### src/rtl/bsoc_pkg.sv
// Shared types and constants for the battery state-of-charge lookup block.
// Used by bsoc_bp_mem, bsoc_divider and battery_soc_lut_interpolator.
package bsoc_pkg;

    // Item command codes
    typedef enum logic {
        CMD_WRITE  = 1'b0,
        CMD_LOOKUP = 1'b1
    } t_cmd;

    // Configuration register indexes
    typedef enum logic {
        CFG_ACTIVE_BREAKPOINTS  = 1'b0,
        CFG_INTERNAL_RESISTANCE = 1'b1
    } t_cfg_reg;

    localparam int CFG_DATA_W   = 16;
    localparam int COUNT_W      = 5;
    localparam int VOLT_W       = 16;
    localparam int PCT_W        = 10;
    localparam int CURR_W       = 20;
    localparam int SAG_W        = 16;

    localparam logic [PCT_W-1:0]   PCT_LIMIT    = 10'd1000;
    localparam logic [COUNT_W-1:0] MIN_POINTS   = 5'd2;
    localparam logic [VOLT_W-1:0]  COMP_DIVISOR = 16'd10000;

    // Shared divider geometry: 36-bit dividend, 16-bit divisor, one bit per cycle
    localparam int DIV_DIVIDEND_W = 36;
    localparam int DIV_DIVISOR_W  = 16;
    localparam int DIV_CNT_W      = 6;
    localparam logic [DIV_CNT_W-1:0] DIV_STEPS = 6'd36;

    // Saturation bounds for the compensation quotient
    localparam logic [DIV_DIVIDEND_W-1:0] SAG_POS_MAX = 36'd32767;
    localparam logic [DIV_DIVIDEND_W-1:0] SAG_NEG_MAX = 36'd32768;

    typedef struct packed {
        t_cmd                      cmd;
        logic [3:0]                entry_index;
        logic [VOLT_W-1:0]         entry_voltage;
        logic [PCT_W-1:0]          entry_percent;
        logic [VOLT_W-1:0]         pack_voltage;
        logic signed [CURR_W-1:0]  pack_current;
    } t_in_item;

    typedef struct packed {
        logic [PCT_W-1:0]          charge_percent;
        logic signed [SAG_W-1:0]   sag_compensation;
        logic                      table_ok;
    } t_out_item;

    // One breakpoint as held in the table memory
    typedef struct packed {
        logic [VOLT_W-1:0] voltage;
        logic [PCT_W-1:0]  percent;
    } t_bp_entry;

    typedef struct packed {
        logic                       start;
        logic [DIV_DIVIDEND_W-1:0]  dividend;
        logic [DIV_DIVISOR_W-1:0]   divisor;
    } t_div_req;

    typedef struct packed {
        logic                       done;
        logic [DIV_DIVIDEND_W-1:0]  quotient;
    } t_div_rsp;

endpackage

### src/rtl/battery_soc_lut_interpolator.sv
// Battery state-of-charge lookup over a piecewise-linear breakpoint table.
// Top level: sequencer around bsoc_bp_mem and bsoc_divider, uses bsoc_pkg.
//
// A write item stores one breakpoint and gives no result.
// A lookup item walks the active breakpoints once through the table's single
// read port (one entry per cycle), checking the ordering and finding the
// segment. It then runs the interpolation divide and the IR-drop divide on one
// shared divider, which retires one quotient bit per cycle over 36 steps. After
// it takes a lookup, the input stays not ready until the result is handed to
// the output register. When the voltage clamps at a table end, or the ordering
// is bad, the interpolation divide is skipped. When the breakpoint count is out
// of range, the walk is skipped too. A finished result waits in an output
// register, so the next item may be taken before the result is collected. Only
// a second result that meets an uncollected one stalls, and it adds the cycles
// of that wait. Reset empties the table at once through per-entry valid bits;
// no clearing pass follows reset. Configuration is always ready.
module battery_soc_lut_interpolator #(
    parameter int MAX_POINTS = 16
) (
    input  logic                i_clk,
    input  logic                i_rst_n,
    input  logic                i_in_valid,
    output logic                o_in_ready,
    input  bsoc_pkg::t_in_item  i_in_data,
    output logic                o_out_valid,
    input  logic                i_out_ready,
    output bsoc_pkg::t_out_item o_out_data,
    input  logic                i_cfg_valid,
    output logic                o_cfg_ready,
    input  bsoc_pkg::t_cfg_reg  i_cfg_index,
    input  logic [15:0]         i_cfg_data
);
    import bsoc_pkg::*;

    localparam int AW = $clog2(MAX_POINTS);

    typedef enum logic [6:0] {
        S_IDLE = 7'b0000001,
        S_WALK = 7'b0000010,
        S_SEL  = 7'b0000100,
        S_PMUL = 7'b0001000,
        S_CMUL = 7'b0010000,
        S_DIV  = 7'b0100000,
        S_DONE = 7'b1000000
    } t_state;

    t_state                     r_state, n_state;
    logic [COUNT_W-1:0]         r_active;
    logic [VOLT_W-1:0]          r_resist;
    logic                       r_out_valid;
    t_out_item                  r_out;

    logic [VOLT_W-1:0]          r_pack_v;
    logic [CURR_W-1:0]          r_mag;
    logic                       r_neg;
    logic [COUNT_W-1:0]         r_n;
    logic [AW-1:0]              r_k;
    logic                       r_cnt_ok;
    logic                       r_bad;
    logic                       r_found;
    logic                       r_ok;
    logic                       r_comp_phase;
    t_bp_entry                  r_first;
    t_bp_entry                  r_prev;
    t_bp_entry                  r_seg_hi;
    t_bp_entry                  r_seg_lo;
    logic [PCT_W-1:0]           r_pct;
    logic [SAG_W-1:0]           r_sag;

    logic                       in_acc;
    logic                       wr_en;
    t_bp_entry                  wr_data;
    logic [AW-1:0]              rd_addr;
    t_bp_entry                  rd_data;
    t_div_req                   div_req;
    t_div_rsp                   div_rsp;
    logic                       cnt_ok;
    logic [CURR_W-1:0]          cur_mag;
    logic                       walk_first;
    logic                       walk_last;
    logic                       walk_bad;
    logic                       walk_hit;
    logic                       tbl_ok;
    logic [VOLT_W-1:0]          seg_off;
    logic [VOLT_W-1:0]          seg_dv;
    logic [PCT_W-1:0]           seg_dp;
    logic [VOLT_W+PCT_W-1:0]    seg_prod;
    logic [DIV_DIVIDEND_W-1:0]  comp_prod;
    logic [SAG_W:0]             neg_mag;
    logic [SAG_W-1:0]           sag_sat;
    logic                       out_load;

    // Handshakes
    assign o_in_ready  = (r_state == S_IDLE);
    assign in_acc      = i_in_valid && o_in_ready;
    assign o_cfg_ready = 1'b1;
    assign o_out_valid = r_out_valid;
    assign o_out_data  = r_out;
    assign out_load    = (r_state == S_DONE) && (!r_out_valid || i_out_ready);

    // Breakpoint write path with percent clamp
    assign wr_en = in_acc && (i_in_data.cmd == CMD_WRITE)
                   && (int'(i_in_data.entry_index) < MAX_POINTS);
    assign wr_data.voltage = i_in_data.entry_voltage;
    assign wr_data.percent = (i_in_data.entry_percent > PCT_LIMIT) ? PCT_LIMIT
                                                                   : i_in_data.entry_percent;
    assign rd_addr = (r_state == S_WALK) ? AW'(r_k + 1'b1) : '0;

    bsoc_bp_mem #(
        .MAX_POINTS (MAX_POINTS),
        .AW         (AW)
    ) u_mem (
        .i_clk     (i_clk),
        .i_rst_n   (i_rst_n),
        .i_wr_en   (wr_en),
        .i_wr_addr (AW'(i_in_data.entry_index)),
        .i_wr_data (wr_data),
        .i_rd_addr (rd_addr),
        .o_rd_data (rd_data)
    );

    // Lookup setup: count range and current magnitude
    assign cnt_ok  = (r_active >= MIN_POINTS) && (int'(r_active) <= MAX_POINTS);
    assign cur_mag = i_in_data.pack_current[CURR_W-1]
                     ? CURR_W'(~i_in_data.pack_current + 1'b1)
                     : CURR_W'(i_in_data.pack_current);

    // Table walk: ordering check and segment search on the entry just read
    assign walk_first = (r_k == '0);
    assign walk_last  = (int'(r_k) == int'(r_n) - 1);
    assign walk_bad   = !walk_first && ((rd_data.voltage >= r_prev.voltage)
                                        || (rd_data.percent > r_prev.percent));
    assign walk_hit   = !walk_first && !r_found && (r_pack_v >= rd_data.voltage);
    assign tbl_ok     = r_cnt_ok && !r_bad;

    // Operands for the two divides
    assign seg_off   = r_pack_v - r_seg_lo.voltage;
    assign seg_dv    = r_seg_hi.voltage - r_seg_lo.voltage;
    assign seg_dp    = r_seg_hi.percent - r_seg_lo.percent;
    assign seg_prod  = seg_off * seg_dp;
    assign comp_prod = DIV_DIVIDEND_W'(r_mag) * DIV_DIVIDEND_W'(r_resist);

    always_comb begin
        div_req.start    = (r_state == S_PMUL) || (r_state == S_CMUL);
        div_req.dividend = (r_state == S_PMUL) ? DIV_DIVIDEND_W'(seg_prod) : comp_prod;
        div_req.divisor  = (r_state == S_PMUL) ? seg_dv : COMP_DIVISOR;
    end

    bsoc_divider u_div (
        .i_clk   (i_clk),
        .i_rst_n (i_rst_n),
        .i_req   (div_req),
        .o_rsp   (div_rsp)
    );

    // Saturate the signed compensation
    always_comb begin
        neg_mag = (div_rsp.quotient > SAG_NEG_MAX) ? (SAG_W+1)'(SAG_NEG_MAX)
                                                   : (SAG_W+1)'(div_rsp.quotient);
        if (r_neg) begin
            sag_sat = SAG_W'((SAG_W+1)'(0) - neg_mag);
        end else if (div_rsp.quotient > SAG_POS_MAX) begin
            sag_sat = SAG_W'(SAG_POS_MAX);
        end else begin
            sag_sat = div_rsp.quotient[SAG_W-1:0];
        end
    end

    // Sequencer
    always_comb begin
        n_state = r_state;
        unique case (r_state)
            S_IDLE: begin
                if (in_acc && (i_in_data.cmd == CMD_LOOKUP)) begin
                    n_state = cnt_ok ? S_WALK : S_CMUL;
                end
            end
            S_WALK: begin
                if (walk_last) begin
                    n_state = S_SEL;
                end
            end
            S_SEL: begin
                if (tbl_ok && (r_pack_v < r_first.voltage) && r_found) begin
                    n_state = S_PMUL;
                end else begin
                    n_state = S_CMUL;
                end
            end
            S_PMUL: n_state = S_DIV;
            S_CMUL: n_state = S_DIV;
            S_DIV: begin
                if (div_rsp.done) begin
                    n_state = r_comp_phase ? S_DONE : S_CMUL;
                end
            end
            S_DONE: begin
                if (out_load) begin
                    n_state = S_IDLE;
                end
            end
            default: n_state = S_IDLE;
        endcase
    end

    // Control state, configuration registers and output valid
    always_ff @(posedge i_clk) begin
        if (!i_rst_n) begin
            r_state     <= S_IDLE;
            r_active    <= '0;
            r_resist    <= '0;
            r_out_valid <= 1'b0;
        end else begin
            r_state <= n_state;
            if (i_cfg_valid && o_cfg_ready) begin
                unique case (i_cfg_index)
                    CFG_ACTIVE_BREAKPOINTS:  r_active <= i_cfg_data[COUNT_W-1:0];
                    CFG_INTERNAL_RESISTANCE: r_resist <= i_cfg_data;
                    default: ;
                endcase
            end
            if (out_load) begin
                r_out_valid <= 1'b1;
            end else if (i_out_ready) begin
                r_out_valid <= 1'b0;
            end
        end
    end

    // Datapath registers
    always_ff @(posedge i_clk) begin
        // Latch the lookup item
        if (in_acc) begin
            r_pack_v <= i_in_data.pack_voltage;
            r_mag    <= cur_mag;
            r_neg    <= i_in_data.pack_current[CURR_W-1];
            r_n      <= r_active;
            r_cnt_ok <= cnt_ok;
            r_k      <= '0;
            r_bad    <= 1'b0;
            r_found  <= 1'b0;
            r_ok     <= 1'b0;
            r_pct    <= '0;
        end

        // Advance through the table
        if (r_state == S_WALK) begin
            r_k    <= AW'(r_k + 1'b1);
            r_prev <= rd_data;
            if (walk_first) begin
                r_first <= rd_data;
            end
            if (walk_bad) begin
                r_bad <= 1'b1;
            end
            if (walk_hit) begin
                r_found  <= 1'b1;
                r_seg_hi <= r_prev;
                r_seg_lo <= rd_data;
            end
        end

        // Pick the clamped or interpolated case
        if (r_state == S_SEL) begin
            r_ok <= tbl_ok;
            if (!tbl_ok) begin
                r_pct <= '0;
            end else if (r_pack_v >= r_first.voltage) begin
                r_pct <= r_first.percent;
            end else if (!r_found) begin
                r_pct <= r_prev.percent;
            end
        end

        if (r_state == S_PMUL) begin
            r_comp_phase <= 1'b0;
        end
        if (r_state == S_CMUL) begin
            r_comp_phase <= 1'b1;
        end

        // Collect divider results
        if ((r_state == S_DIV) && div_rsp.done) begin
            if (r_comp_phase) begin
                r_sag <= sag_sat;
            end else begin
                r_pct <= r_seg_lo.percent + div_rsp.quotient[PCT_W-1:0];
            end
        end

        // Hand the result to the output register
        if (out_load) begin
            r_out.charge_percent   <= r_pct;
            r_out.sag_compensation <= r_sag;
            r_out.table_ok         <= r_ok;
        end
    end

endmodule

### src/rtl/bsoc_bp_mem.sv
// Breakpoint table memory: one write port, one registered read port.
// Per-entry valid bits make unwritten entries read as zero. Uses bsoc_pkg.
module bsoc_bp_mem #(
    parameter int MAX_POINTS = 16,
    parameter int AW         = $clog2(MAX_POINTS)
) (
    input  logic                i_clk,
    input  logic                i_rst_n,
    input  logic                i_wr_en,
    input  logic [AW-1:0]       i_wr_addr,
    input  bsoc_pkg::t_bp_entry i_wr_data,
    input  logic [AW-1:0]       i_rd_addr,
    output bsoc_pkg::t_bp_entry o_rd_data
);
    import bsoc_pkg::*;

    t_bp_entry                r_mem [MAX_POINTS];
    logic [MAX_POINTS-1:0]    r_valid;
    t_bp_entry                r_rd_data;
    logic                     r_rd_valid;

    // Mark written entries; reset empties the whole table at once
    always_ff @(posedge i_clk) begin
        if (!i_rst_n) begin
            r_valid    <= '0;
            r_rd_valid <= 1'b0;
        end else begin
            if (i_wr_en) begin
                r_valid[i_wr_addr] <= 1'b1;
            end
            r_rd_valid <= r_valid[i_rd_addr];
        end
    end

    // Write and read the storage array
    always_ff @(posedge i_clk) begin
        if (i_wr_en) begin
            r_mem[i_wr_addr] <= i_wr_data;
        end
        r_rd_data <= r_mem[i_rd_addr];
    end

    assign o_rd_data = r_rd_valid ? r_rd_data : '0;

endmodule

### src/rtl/bsoc_divider.sv
// Shared restoring divider, one quotient bit per cycle, 36-bit dividend.
// Serves both the interpolation and the compensation divide. Uses bsoc_pkg.
module bsoc_divider (
    input  logic               i_clk,
    input  logic               i_rst_n,
    input  bsoc_pkg::t_div_req i_req,
    output bsoc_pkg::t_div_rsp o_rsp
);
    import bsoc_pkg::*;

    logic                       r_busy;
    logic                       r_done;
    logic [DIV_CNT_W-1:0]       r_cnt;
    logic [DIV_DIVIDEND_W-1:0]  r_quo;
    logic [DIV_DIVISOR_W-1:0]   r_rem;
    logic [DIV_DIVISOR_W-1:0]   r_den;

    logic [DIV_DIVISOR_W:0]     rem_sh;
    logic [DIV_DIVISOR_W:0]     diff;
    logic                       ge;
    logic [DIV_DIVISOR_W-1:0]   n_rem;

    // Trial subtract of the shifted partial remainder
    always_comb begin
        rem_sh = {r_rem, r_quo[DIV_DIVIDEND_W-1]};
        diff   = rem_sh - {1'b0, r_den};
        ge     = rem_sh >= {1'b0, r_den};
        n_rem  = ge ? diff[DIV_DIVISOR_W-1:0] : rem_sh[DIV_DIVISOR_W-1:0];
    end

    // Step counter and completion pulse
    always_ff @(posedge i_clk) begin
        if (!i_rst_n) begin
            r_busy <= 1'b0;
            r_done <= 1'b0;
            r_cnt  <= '0;
        end else begin
            r_done <= 1'b0;
            if (i_req.start) begin
                r_busy <= 1'b1;
                r_cnt  <= DIV_STEPS;
            end else if (r_busy) begin
                r_cnt <= r_cnt - 1'b1;
                if (r_cnt == DIV_CNT_W'(1)) begin
                    r_busy <= 1'b0;
                    r_done <= 1'b1;
                end
            end
        end
    end

    // Load operands, then shift one quotient bit in per cycle
    always_ff @(posedge i_clk) begin
        if (i_req.start) begin
            r_quo <= i_req.dividend;
            r_rem <= '0;
            r_den <= i_req.divisor;
        end else if (r_busy) begin
            r_quo <= {r_quo[DIV_DIVIDEND_W-2:0], ge};
            r_rem <= n_rem;
        end
    end

    assign o_rsp.done     = r_done;
    assign o_rsp.quotient = r_quo;

endmodule
### config.mk
export PLATFORM = sky130hd
export DESIGN_NAME = battery_soc_lut_interpolator
export DESIGN_NICKNAME = d
export VERILOG_FILES = /design/src/rtl/bsoc_pkg.sv /design/src/rtl/battery_soc_lut_interpolator.sv /design/src/rtl/bsoc_bp_mem.sv /design/src/rtl/bsoc_divider.sv
export SDC_FILE = /design/constraint.sdc
export NUM_CORES = 2
export LEC_CHECK = 0
export BUFFER_PORTS_ARGS = -buffer_cell sky130_fd_sc_hd__buf_2
export CELL_PAD_IN_SITES_DETAIL_PLACEMENT = 0
export CELL_PAD_IN_SITES_GLOBAL_PLACEMENT = 2
export CORE_UTILIZATION = 47
export CTS_CLUSTER_DIAMETER = 50
export DETAILED_ROUTE_END_ITERATION = 16
export PLACE_DENSITY_LB_ADDON = 0.1
export SLEW_MARGIN = 5
export SYNTH_ARGS = -nofsm -noshare
export SYNTH_HDL_FRONTEND = slang
export SYNTH_SLANG_ARGS = --single-unit
### constraint.sdc
create_clock -name i_clk -period 15.69 [get_ports i_clk]
set_clock_uncertainty 0.2 [all_clocks]
set_input_delay 1.569 -clock i_clk [delete_from_list [all_inputs] [get_ports i_clk]]
set_output_delay 1.569 -clock i_clk [all_outputs]
set_load 0.005 [all_outputs]
==> impl_metrics.py <==
metrics = {
    "die": {
        "dieHeight_um": 324.6,
        "core_mm2": 0.1025,
        "rows": 117,
        "start_util": 0.4774,
        "ios": 119,
        "die_area_mm2": 0.1054,
        "fp.dieW_um": 324.6,
    },
    "worst_setup_path": {
        "worstRegToRegCells": 29,
        "cp_data_arrival_time_ns": 8.89,
        "path_class": "reg2reg",
        "slowest_stage": "xor2_1",
        "max_stage_delay_ns": 0.74,
        "critPathCaptureType": "flop",
        "worstPathMaxFanout": 10,
        "required_ns": 15.87,
        "cp-start-kind": "flop",
    },
    "global_route": {
        "antenna_found_initial": 8,
        "grt_max_degree": 113,
        "grt_usage": 0.2419,
        "grt_pass1_wl_um": 195500,
        "grt_pass1_vias": 32530,
        "globalRouteOverflowTotal": 0,
    },
    "sta": {
        "fin_crit_ns": 8.704,
        "finalWorstSetupSlack_ns": 6.986,
        "drv_slew": 0,
        "min_period_over_period": 0.5547,
        "slew_headroom": 0.2355,
        "max_slew.worst_pin.slew_ns": 1.144,
        "hold_viol": 0,
        "setup_viol": 0,
        "timing.setup.tns_ns": 0,
        "max_clock_freq_mhz": 114.9,
        "rsz0062_at_grt": "no",
    },
    "final_layout": {
        "finalNetCount": 5187,
        "final_common_cell": "edfxtp_1",
        "area_growth_pct": 11.27,
        "drive_gt1_frac": 0.09278,
        "final_core_util": 0.5312,
        "mostFrequentLayoutCells": "edfxtp_1 (663), nand2_1 (565), inv_1 (534), fa_1 (365), ha_1 (298)",
    },
    "cts": {
        "clock-sinks": 772,
        "cts-resized-gates": 0,
        "path_clk_slew_ns": 0.06,
        "tritoncts": "done",
        "postCtsHoldBufs": 0,
        "cts_inserted_buffers": 93,
        "cts_root_buf": "clkbuf_16",
        "ctsLongestPathBuffers": 3,
        "htree_levels": 3,
        "cts_setup_buffers": 0,
        "clk_latency_ns": 0.68,
    },
    "yosys": {
        "yosysTopAreaCellShare": 0.4070,
        "syn_area_per_cell_um2": 11.29,
        "yosysTopAreaCell": "edfxtp_1",
        "ys_seq_elements": 772,
        "syn_area_mm2": 0.04892,
        "synth-edff-count": 663,
        "netlist_instances": 4333,
        "synth_flop_cell": "edfxtp_1",
        "ys_seq_area_frac": 0.4516,
        "synth_fp_nets": 5085,
        "async_reset_ff_frac": 0,
        "synth-warning-count": 0,
        "synth.area.top_cells": "edfxtp_1 (41%), fa_1 (15%), ha_1 (7.6%), dfxtp_1 (4.5%), nand2_1 (4.4%)",
        "synth_cell_types": 82,
    },
    "routing": {
        "vias_per_cell": 5.414,
        "drt-initial-drc-count": 1798,
        "via_count": 31860,
        "drt_wl_total_um": 125700,
        "drc": 0,
        "detail_route.wl_per_cell_um": 21.36,
        "first_pass_iters": 5,
        "ant_nets": 0,
    },
    "worst_hold_path": {
        "hold_depth": 0,
        "hold_class": "reg2reg",
    },
    "placement": {
        "numPortBuffers": 117,
        "gp_congestion": 0.8254,
        "hpwlAfterDp_um": 87270,
        "pre_cts_slack_ns": 6.980,
    },
    "flow_run": {
        "max-cap-violations": 0,
    },
    "status": {
        "status": "completed",
    },
}
## area by class of cell
class                      count  area [um2]
antenna                        1       2.502
tap                         1368        1712
clock inverter                57       685.7
sequential                   772       22090
multi-input combinational   2841       24260
inverter                     541        2033
clock buffer                 119        2531
fill                        9138       48040
timing repair buffer         186        1116
## path summary, 6_finish.rpt
path	end	start	slack (ns)
setup / recovery	u_div.r_quo[23]	r_pack_v[0]	6.99
hold / removal	o_out_data[1]	r_sag[0]	0.22
setup reg to reg	u_div.r_quo[23]	r_pack_v[0]	6.99
hold reg to reg	o_out_data[1]	r_sag[0]	0.22
## metrics by stage
step / hold WS [ns] / cell area, um2 / instances
CTS: 0.2190 / 54430 / 5884
global route: 0.2274 / 54430 / 5884
detailed placement: 0.2045 / 51210 / 5708
finish: 0.2181 / 54430 / 5885
global placement: 0.2013 / 51210 / 5708
floorplan: 0.2003 / 48920 / 4333
## cells by family after synthesis
| family | Yosys count | share of synthesized area |
|---|---|---|
| and+or+nand+nor | 1190 | 0.1109 |
| DFF | 772 | 0.4516 |
| buffers and inverters | 720 | 0.05604 |
| AOI/OAI and AO/OA | 692 | 0.09249 |
| muxes | 151 | 0.03755 |
| adders and majority gates | 663 | 0.2256 |
| other | 1 | 0.00007666 |
| xor gates and xnor gates | 144 | 0.02578 |
## registers in the layout, summed over array words and instances, names as in the netlist, 6 cells and up
register and flops:
r_seg_lo 26, r_mag 20, r_resist 16, o_out_data 27, r_first 26, u_div.r_den 16
u_div.r_quo 36, u_mem.r_valid 16, u_mem.r_mem 416, r_seg_hi 26, r_state 7, u_mem.r_rd_data 26
r_pack_v 16, r_pct 10, u_div.r_cnt 6, r_sag 16, u_div.r_rem 16, r_prev 26
## critical path: cells and delay by family (launching register included)
| family | cells | cell delay [ns] |
|---|---|---|
| AOI/OAI and AO/OA | 12 | 2.87 |
| adders and majority gates | 8 | 3.37 |
| and+or+nand+nor | 2 | 0.41 |
| xor gates and xnor gates | 2 | 0.87 |
| buffers and inverters | 5 | 0.35 |
| DFF | 1 | 0.36 |
## layer usage
| layer | vias up | routed length (um) | GRT usage |
|---|---|---|---|
| met5 | - | 37 | 0 |
| met4 | 6 | 2270 | 0.05240 |
| met3 | 134 | 4453 | 0.02833 |
| met2 | 521 | 62390 | 0.4167 |
| met1 | 16140 | 56550 | 0.3278 |
| li1 | 15060 | - | - |
## synth_stat cells, types with 84 or more instances
library cell and number:
xnor2_1 84, clkbuf_1 161, o21ai_0 120, mux2i_1 125, a211oi_1 105, nor2_1 220, dfxtp_1 109, inv_1 536
edfxtp_1 663, ha_1 298, fa_1 365, a21oi_1 194, nand2_1 567, and2_1 176
Power is not shown: default switching activity piles up to over one toggle a cycle in this logic, so the estimate is an artifact.
